File: src/hw/rtl/sfr_pkg.sv
// shared types and constants of the serial frame receiver
`timescale 1ns / 1ps

package sfr_pkg;

  // payload bytes per frame including the length byte position
  localparam int unsigned BUFFER_DEPTH = 64;
  localparam int unsigned CountWidth   = 9;

  localparam logic [15:0] HeaderReset       = 16'h5AA5;
  localparam logic [7:0]  RxTimeoutReset    = 8'd10;
  localparam logic [7:0]  ReplyTimeoutReset = 8'd50;

  typedef enum logic [1:0] {
    ModeByte     = 2'd0,
    ModeTick     = 2'd1,
    ModeSend     = 2'd2,
    ModeConsumed = 2'd3
  } mode_e;

  typedef enum logic [1:0] {
    PhaseHdrHi  = 2'd0,
    PhaseHdrLo  = 2'd1,
    PhaseLength = 2'd2,
    PhaseData   = 2'd3
  } phase_e;

  typedef enum logic [1:0] {
    RxIdle     = 2'd0,
    RxBusy     = 2'd1,
    RxError    = 2'd2,
    RxComplete = 2'd3
  } rx_status_e;

  typedef enum logic [1:0] {
    TxIdle     = 2'd0,
    TxWaiting  = 2'd1,
    TxReplied  = 2'd2,
    TxTimedOut = 2'd3
  } tx_status_e;

  typedef enum logic [1:0] {
    CfgHeader       = 2'd0,
    CfgRxTimeout    = 2'd1,
    CfgReplyTimeout = 2'd2,
    CfgUnused       = 2'd3
  } cfg_index_e;

  typedef struct packed {
    logic [15:0] header_word;
    logic [7:0]  receive_timeout;
    logic [7:0]  response_timeout;
  } cfg_t;

  typedef struct packed {
    phase_e                  parse_phase;
    logic [CountWidth-1:0]   byte_count;
    logic [7:0]              frame_length;
    rx_status_e              receive_status;
    logic [7:0]              receive_timer;
    tx_status_e              reply_status;
    logic [7:0]              reply_timer;
  } state_t;

  typedef struct packed {
    logic       frame_done;
    logic [7:0] payload_byte;
    logic [7:0] payload_index;
    logic       payload_valid;
    tx_status_e send_status;
    rx_status_e rec_status;
  } result_t;

endpackage

File: src/hw/rtl/sfr_next.sv
// next-state and result logic for one beat of the frame receiver
`timescale 1ns / 1ps

module sfr_next (
  input  sfr_pkg::cfg_t    cfg_i,
  input  sfr_pkg::state_t  state_i,
  input  sfr_pkg::mode_e   mode_i,
  input  logic [7:0]       data_byte_i,
  output sfr_pkg::state_t  state_o,
  output sfr_pkg::result_t result_o
);
  import sfr_pkg::*;

  localparam logic [CountWidth-1:0] DepthLimit = CountWidth'(BUFFER_DEPTH);

  state_t                s;
  result_t               r;
  logic [CountWidth-1:0] count_inc;
  logic [7:0]            rx_timer_inc;
  logic [7:0]            tx_timer_inc;

  always_comb begin
    s            = state_i;
    r            = '0;
    count_inc    = '0;
    rx_timer_inc = '0;
    tx_timer_inc = '0;

    unique case (mode_i)
      ModeByte: begin
        // a byte after an error restarts the parser first
        if (s.receive_status == RxError) begin
          s.byte_count     = '0;
          s.parse_phase    = PhaseHdrHi;
          s.receive_status = RxIdle;
        end
        unique case (s.parse_phase)
          PhaseHdrHi: begin
            if (data_byte_i == cfg_i.header_word[15:8]) begin
              s.parse_phase    = PhaseHdrLo;
              s.receive_status = RxBusy;
            end
          end
          PhaseHdrLo: begin
            if (data_byte_i == cfg_i.header_word[7:0]) begin
              s.parse_phase = PhaseLength;
            end else begin
              s.parse_phase    = PhaseHdrHi;
              s.receive_status = RxIdle;
            end
          end
          PhaseLength: begin
            s.frame_length  = data_byte_i;
            s.parse_phase   = PhaseData;
            r.payload_valid = 1'b1;
            r.payload_byte  = data_byte_i;
          end
          default: begin
            count_inc    = s.byte_count + 1'b1;
            s.byte_count = count_inc;
            if (count_inc >= DepthLimit) begin
              s.receive_status = RxError;
            end else begin
              r.payload_valid = 1'b1;
              r.payload_index = count_inc[7:0];
              r.payload_byte  = data_byte_i;
              if ({1'b0, s.frame_length} <= count_inc) begin
                s.parse_phase    = PhaseHdrHi;
                s.byte_count     = '0;
                s.receive_status = RxComplete;
                r.frame_done     = 1'b1;
                if (s.reply_status == TxWaiting) s.reply_status = TxReplied;
              end
            end
          end
        endcase
      end
      ModeTick: begin
        if (cfg_i.receive_timeout != '0 && s.receive_status == RxBusy) begin
          rx_timer_inc    = s.receive_timer + 1'b1;
          s.receive_timer = rx_timer_inc;
          if (rx_timer_inc >= cfg_i.receive_timeout) begin
            s.receive_status = RxError;
            s.receive_timer  = '0;
          end
        end else begin
          s.receive_timer = '0;
        end
        if (cfg_i.response_timeout != '0 && s.reply_status == TxWaiting) begin
          tx_timer_inc  = s.reply_timer + 1'b1;
          s.reply_timer = tx_timer_inc;
          if (tx_timer_inc >= cfg_i.response_timeout) begin
            s.reply_status = TxTimedOut;
            s.reply_timer  = '0;
          end
        end else begin
          s.reply_timer = '0;
        end
      end
      ModeSend: begin
        s.reply_timer  = '0;
        s.reply_status = (cfg_i.response_timeout != '0) ? TxWaiting : TxReplied;
      end
      default: begin
        if (s.receive_status == RxComplete) s.receive_status = RxIdle;
      end
    endcase

    r.rec_status  = s.receive_status;
    r.send_status = s.reply_status;
  end

  assign state_o  = s;
  assign result_o = r;

endmodule

File: src/hw/rtl/serial_frame_receiver_with_timeout.sv
// top level of the header/length serial frame receiver with timeouts
// latency: a result beat is offered the cycle after its input beat is accepted
// throughput: one input beat per cycle; the output register frees in the same
//   cycle it is taken, so s_axis_tready follows m_axis_tready when full
// reset: parser, timers and status clear, registers return to their defaults
// config writes are always ready and take effect on the next accepted beat
`timescale 1ns / 1ps

module serial_frame_receiver_with_timeout (
  input  logic        clk_i,
  input  logic        rst_ni,
  // configuration write channel
  input  logic        cfg_valid_i,
  output logic        cfg_ready_o,
  input  logic [1:0]  cfg_index_i,
  input  logic [15:0] cfg_data_i,
  // input stream
  input  logic        s_axis_tvalid,
  output logic        s_axis_tready,
  input  logic [7:0]  s_axis_tdata,   // [7:0] data_byte
  input  logic [1:0]  s_axis_tuser,   // [1:0] mode
  // result stream
  output logic        m_axis_tvalid,
  input  logic        m_axis_tready,
  // [1:0] rec_status, [3:2] send_status, [11:4] payload_index,
  // [19:12] payload_byte, [23:20] zero
  output logic [23:0] m_axis_tdata,
  output logic        m_axis_tuser,   // [0] payload_valid
  output logic        m_axis_tlast    // frame_done
);
  import sfr_pkg::*;

  cfg_t    cfg_q;
  state_t  state_q, state_d;
  result_t result_q, result_d;
  logic    out_valid_q;
  logic    in_accept;
  mode_e   mode;

  assign cfg_ready_o   = 1'b1;
  assign s_axis_tready = !out_valid_q || m_axis_tready;
  assign in_accept     = s_axis_tvalid && s_axis_tready;
  assign mode          = mode_e'(s_axis_tuser);

  sfr_next u_next (
    .cfg_i       (cfg_q),
    .state_i     (state_q),
    .mode_i      (mode),
    .data_byte_i (s_axis_tdata),
    .state_o     (state_d),
    .result_o    (result_d)
  );

  always_ff @(posedge clk_i or negedge rst_ni) begin
    if (!rst_ni) begin
      cfg_q.header_word      <= HeaderReset;
      cfg_q.receive_timeout  <= RxTimeoutReset;
      cfg_q.response_timeout <= ReplyTimeoutReset;
    end else if (cfg_valid_i && cfg_ready_o) begin
      unique case (cfg_index_e'(cfg_index_i))
        CfgHeader:       cfg_q.header_word      <= cfg_data_i;
        CfgRxTimeout:    cfg_q.receive_timeout  <= cfg_data_i[7:0];
        CfgReplyTimeout: cfg_q.response_timeout <= cfg_data_i[7:0];
        default: ;
      endcase
    end
  end

  always_ff @(posedge clk_i or negedge rst_ni) begin
    if (!rst_ni) begin
      state_q.parse_phase    <= PhaseHdrHi;
      state_q.byte_count     <= '0;
      state_q.frame_length   <= '0;
      state_q.receive_status <= RxIdle;
      state_q.receive_timer  <= '0;
      state_q.reply_status   <= TxIdle;
      state_q.reply_timer    <= '0;
      out_valid_q            <= 1'b0;
    end else begin
      if (in_accept) begin
        state_q     <= state_d;
        out_valid_q <= 1'b1;
      end else if (m_axis_tready) begin
        out_valid_q <= 1'b0;
      end
    end
  end

  // result payload, no reset needed
  always_ff @(posedge clk_i) begin
    if (in_accept) result_q <= result_d;
  end

  assign m_axis_tvalid = out_valid_q;
  assign m_axis_tdata  = {4'b0000, result_q.payload_byte, result_q.payload_index,
                          result_q.send_status, result_q.rec_status};
  assign m_axis_tuser  = result_q.payload_valid;
  assign m_axis_tlast  = result_q.frame_done;

`ifndef SYNTHESIS
  a_count_bound: assert property (@(posedge clk_i) disable iff (!rst_ni)
    state_q.byte_count <= CountWidth'(BUFFER_DEPTH))
    else $error("byte count beyond buffer depth");

  a_count_idle: assert property (@(posedge clk_i) disable iff (!rst_ni)
    state_q.parse_phase != PhaseData |-> state_q.byte_count == '0)
    else $error("byte count nonzero outside payload phase");

  a_done_stored: assert property (@(posedge clk_i) disable iff (!rst_ni)
    out_valid_q && result_q.frame_done |->
      result_q.payload_valid && result_q.rec_status == RxComplete)
    else $error("frame done without a stored byte");
`endif

endmodule

File: config.mk
export PLATFORM = sky130hd
export DESIGN_NAME = serial_frame_receiver_with_timeout
export DESIGN_NICKNAME = d
export VERILOG_FILES = /design/src/hw/rtl/sfr_pkg.sv /design/src/hw/rtl/sfr_next.sv /design/src/hw/rtl/serial_frame_receiver_with_timeout.sv
export SDC_FILE = /design/constraint.sdc
export NUM_CORES = 1
export LEC_CHECK = 0
export BUFFER_PORTS_ARGS = -buffer_cell sky130_fd_sc_hd__buf_2
export CORE_MARGIN = 8
export CORE_UTILIZATION = 40
export CTS_BUF_LIST = sky130_fd_sc_hd__clkbuf_8
export CTS_CLUSTER_DIAMETER = 150
export DETAILED_ROUTE_END_ITERATION = 8
export HOLD_SLACK_MARGIN = 0.12
export SYNTH_ARGS = -nofsm -noshare
export SYNTH_HDL_FRONTEND = slang
export SYNTH_SLANG_ARGS = --single-unit
File: constraint.sdc
create_clock -name clk_i -period 4.3 [get_ports clk_i]
set_input_delay 0.215 -clock clk_i [delete_from_list [all_inputs] [get_ports clk_i]]
set_output_delay 0.215 -clock clk_i [all_outputs]
set_load 0.02 [all_outputs]
=== Word-level counts from Yosys, hierarchy flattened ===
Index checks and enable logic that the tools add are counted.

* Register bits: 94
* Bits of input ports: 33
* Output and inout bits: 29
* Logic and storage cells: 94

* Add/sub/neg operators: 3
* Magnitude comparators: 4
* Eq/ne operators: 12
* Muxes and demuxes: 35
* Bitwise gates (word level): 1
* Reductions and logical operators: 22

{| class="wikitable"
|+ Operators with widths
! kind !! number
|-
| $mux W11 || 4
|-
| $pmux W8 S2 || 2
|-
| $mux W2 || 15
|-
| $pmux W2 S3 || 4
|-
| $mux W10 || 2
|-
| $mux W17 || 1
|-
| $add A8 B1 Y8 const B || 2
|-
| $eq A8 B8 Y1 || 2
|-
| $ge A8 B8 Y1 || 2
|-
| $mux W8 || 2
|-
| $reduce_bool A8 Y1 || 2
|-
| $reduce_and A2 Y1 || 6
|-
| $eq A2 B1 Y1 const B || 5
|-
| $eq A2 B2 Y1 const B || 5
|-
| $add A9 B1 Y9 const B || 1
|-
| $ge A9 B7 Y1 const B || 1
|-
| $le A8 B9 Y1 || 1
|-
| $mux W9 || 1
|-
| $logic_not A2 Y1 || 3
|-
| $reduce_or A5 Y1 || 1
|-
| $reduce_bool A2 Y1 || 2
|-
| $logic_and A1 B1 Y1 || 3
|-
| $mux W1 || 3
|-
| $reduce_and A3 Y1 || 1
|-
| 6 further kinds || 6
|}

=== Longest topological paths before layout ===
* Depth after elaboration: 9
* Gate-level depth with buffers: 14
* Depth with buffers taken out: 12

=== Modules after synthesis ===
From an unflattened synthesis, not the netlist that was laid out.

* Cells, all modules: 541
* Area total of the unflattened synthesis: 5861.9 µm²

{| class="wikitable"
|+ Modules (own cells, without submodules)
! module !! times used !! cells each !! area each (µm²) !! sequential area each (µm²)
|-
| serial_frame_receiver_with_timeout || 1 || 184 || 3408.3 || 2478.6
|-
| sfr_next || 1 || 357 || 2453.6 || 0.0
|}

=== Worst setup path before layout ===
Ideal clock, no wire load.

* Path type: reg2reg
* Start point: register state_q[18] (netlist bit)
* End point: register result_q, in the netlist m_axis_tdata[1], data pin
* Library setup time: 0.260 ns
* Data arrival time: 2.747 ns
* Required time: 4.040 ns
* Slack: 1.293 ns
* Stages on the path, launching flop included: 14
* Path buffers: 2
* Period minus slack after synthesis: 3.007 ns
* Cell sequence: dfrtp_1 > clkbuf_1 > nand2b_1 > clkbuf_1 > and2_1 > ha_1 > inv_1 > ha_1 > nand4_1 > o211ai_1 > o221ai_1 > nor3_1 > o221ai_1 > mux2_2

{| class="wikitable"
|+ RTL lines
! what !! line !! source
|-
| start, declared || serial_frame_receiver_with_timeout.sv:34 || <nowiki>state_t state_q, state_d;</nowiki>
|-
| start signal, assigned || serial_frame_receiver_with_timeout.sv:81 || <nowiki>state_q <= state_d;</nowiki>
|-
| end signal, assigned || serial_frame_receiver_with_timeout.sv:91 || <nowiki>if (in_accept) result_q <= result_d;</nowiki>
|-
| end, declared || serial_frame_receiver_with_timeout.sv:35 || <nowiki>result_t result_q, result_d;</nowiki>
|}

==> reports/results.tsv <==
metric	value	unit
clock share of power	0.248	
Relative slew margins	0.3086	
most common cell in the netlist	dfrtp_1	
RSZ-0062 raised after global routing	no	
register area share after synthesis	0.4656	
Slowest-stage cell, CP	dfrtp_1	
Internal	1.604	mW
status	finished, final reports clean	
startpoint types	flip-flop	
Die Area	0.01726	mm^2
Tmin final	3385	ps
Post-synth top cells	59 x dfrtp_1, 41 x mux2_2, 35 x ha_1, 35 x nand2_1, 27 x inv_1	
most used flip-flop cell after synthesis	dfrtp_1	
crit path to	m_axis_tdata[1]	
Clock Path Buffers	2	
Ant. Diodes	0	
final hold vios	0	
initial antenna violation count	0	
Critical Path End Type	flip-flop	
# rows	42	
worst-skew pair later-pin latency	390	ps
crit-path max cell delay	490	ps
total core area	0.01314	mm^2
post-detail-place hpwl	9166	um
Hold Startpoint	s_axis_tdata[7]	
cells along the critical path	nand2b_1, nand2_1, inv_1, ha_1, inv_1, ha_1, nand4_1, o211ai_1, o221ai_1, nor3_1, o221ai_1, mux2_2	
CP startpoint	state_q[18]	
actual slew at the worst max-slew pin	1036	ps
reg2reg path depth	12	
vias in the first global route	4013	
share of the synthesized area in the top cell type	0.2773	
Final WS setup	914.7	ps
DR WL/cell	16.77	um
Setup CP Type	flip-flop to flip-flop	
P_leak	2.760	nW
min-delay worst type	primary input to flip-flop	
power per cell area	391.0	mW/mm^2
largest net degree at the start of global routing	45	
setup_tns	0	ps
leading area contributor after synthesis	dfrtp_1	
maximum capacitance violations	0	
Die Y	131.4	um
Worst R2R End	m_axis_tdata[1]	
most area-consuming cells after synthesis	dfrtp_1 28%, edfxtp_1 12%, mux2_2 8.7%	
clk_skew	11.13	ps
Seq cells post-synth	94	
sw frac	0.3262	
Routed Antenna Nets	0	
vias	3925	
EDFF count, synth	22	
Initial Util	0.4052	
Total Wirelength	12300	um
fin crit share	0.7873	
Slew Viols, Final	0	
Max VDD drop	0.2296	mV
vias per inst	5.355	
TritonCTS clock tree	built	
clock root buffer	clkbuf_8	
Area Overhead vs Synth	14.38	%
DRC viols	0	
share of layout cells above drive strength 1	0.2549	
Max Clock Freq	295.4	MHz
Yosys warning count	0	
WP data required	4440	ps
GP Congestion	0.8135	
Reg2Reg Setup Slack	910	ps
worst reg2reg path startpoint	state_q[18]	
first-pass GRT wire length	20110	um
ys async rst share	0.7660	
WHS Path Cells	2	
crit-path max FO	14	
Syn Inst Count	483	
clock sinks	94	
Seq pwr share	0.486	
clock slew at reported path FFs	100	ps
Total GRT Usage	0.1441	
Syn Area/Cell	11.02	um^2
library cells used by synthesis	67	
Port Buffers	56	
gr ovfl total	0	
Setup Buffers After CTS	0	
io pins	62	
CP Data Arrival Time	3530	ps
Clock H-tree levels	3	
nets@finish	620	
Final setup viols	0	
Initial DRT Pass Iterations	4	
worst slack at placement	931.1	ps
Mapped Area	0.005324	mm^2
combinational fraction of design power	0.267	
Sw Pwr	776.7	uW
die width	131.4	um
cts bufs inserted	9	
Initial DRC Count	246	
## power by group through the flow
stage                     logic (mW)  clock network [mW]  registers [mW]
after floorplan                0.454                   0            1.15
after global placement         0.599                   0            1.17
after detailed placement       0.625                   0            1.18
after CTS                      0.638               0.611            1.16
after global routing           0.719               0.643            1.17
final                          0.635               0.590            1.16
## sequential cells by signal (all words and copies together) (netlist names)
| register | cells |
|---|---|
| state_q | 39 |
| cfg_q | 32 |
| m_axis_tdata | 20 |
| m_axis_tlast | 1 |
| m_axis_tuser | 1 |
| m_axis_tvalid | 1 |
## what timing repair did
action | CTS | global route
endpoints found under the hold margin | 51 | 0
hold buffers | 15 | 0
resized for setup | 0 | 0
## kinds of logic (layout without fill, tap and decap cells)
kind of cell | count (synthesis) | after routing | synth area share
simple gates | 134 | 134 | 0.1300
xor+xnor | 32 | 32 | 0.05264
fa+ha+maj | 35 | 35 | 0.08226
buf+inv | 49 | 118 | 0.04230
compound gates | 95 | 95 | 0.1349
mux | 42 | 42 | 0.09095
flops | 94 | 94 | 0.4656
other cells | 2 | 7 | 0.001411
## through the flow
stage	power, mW	util	std cells	instance area (um^2)	hold WS (ps)
2_1_floorplan	1.608	-	488	5343	-80.59
3_3_place_gp	1.768	0.4377	702	5751	298.6
3_5_place_dp	1.801	0.4377	702	5751	320.2
4_1_cts	2.407	0.4635	733	6090	127.0
5_1_grt	2.535	0.4635	733	6090	120.0
6_report	2.381	0.4635	733	6090	144.7
## cells in the final DEF, fill, tap and decap left out, types with 10 or more instances in the layout
cell and n:
dfrtp_1 59, buf_2 56, mux2_2 41, nand2_1 35
ha_1 35, inv_1 28, nor2_1 23, edfxtp_1 22
xor2_1 21, o21ai_0 15, dlygate4sd3_1 15, nand3_1 13
dfstp_2 13, xnor2_1 11, nand2b_1 10, a21oi_1 10
## cell type report
| cell class | instances | area (um^2) |
|---|---|---|
| sequential | 94 | 2479 |
| multi-input combinational | 345 | 2644 |
| fill | 1275 | 7048 |
| clock inverter | 7 | 65.06 |
| tap | 176 | 220.2 |
| timing repair buffer | 74 | 452.9 |
| inverter | 28 | 105.1 |
| clock buffer | 9 | 123.9 |
## worst max-delay path, delay by kind of cell (launching register included)
kind	cells	cell delay, ps
AND/OR/NAND/NOR	4	1040
AO/OA/AOI/OAI	3	600
adder cells (fa/ha/maj)	2	570
flip-flops	1	490
multiplexers	1	290
buffers and inverters	2	150
## worst min path at each step
stage | end | slack, ps
4_1_cts | state_q[25] | 130
3_3_place_gp | state_q[3] | 300
3_5_place_dp | state_q[3] | 320
5_1_grt | state_q[27] | 120
6_report | state_q[27] | 140
2_1_floorplan | cfg_q[0] | -80
## routing by layer
metal	track usage	vias to the layer above	part of all wire	wire length (um)
met5	0	-	0	0
met4	0.05424	0	0.017	214
met3	0.04345	19	0.049	599
met2	0.2325	87	0.48	5939
met1	0.1782	1930	0.45	5542
li1	-	1889	-	-
Power figures use the tool's default switching activity.
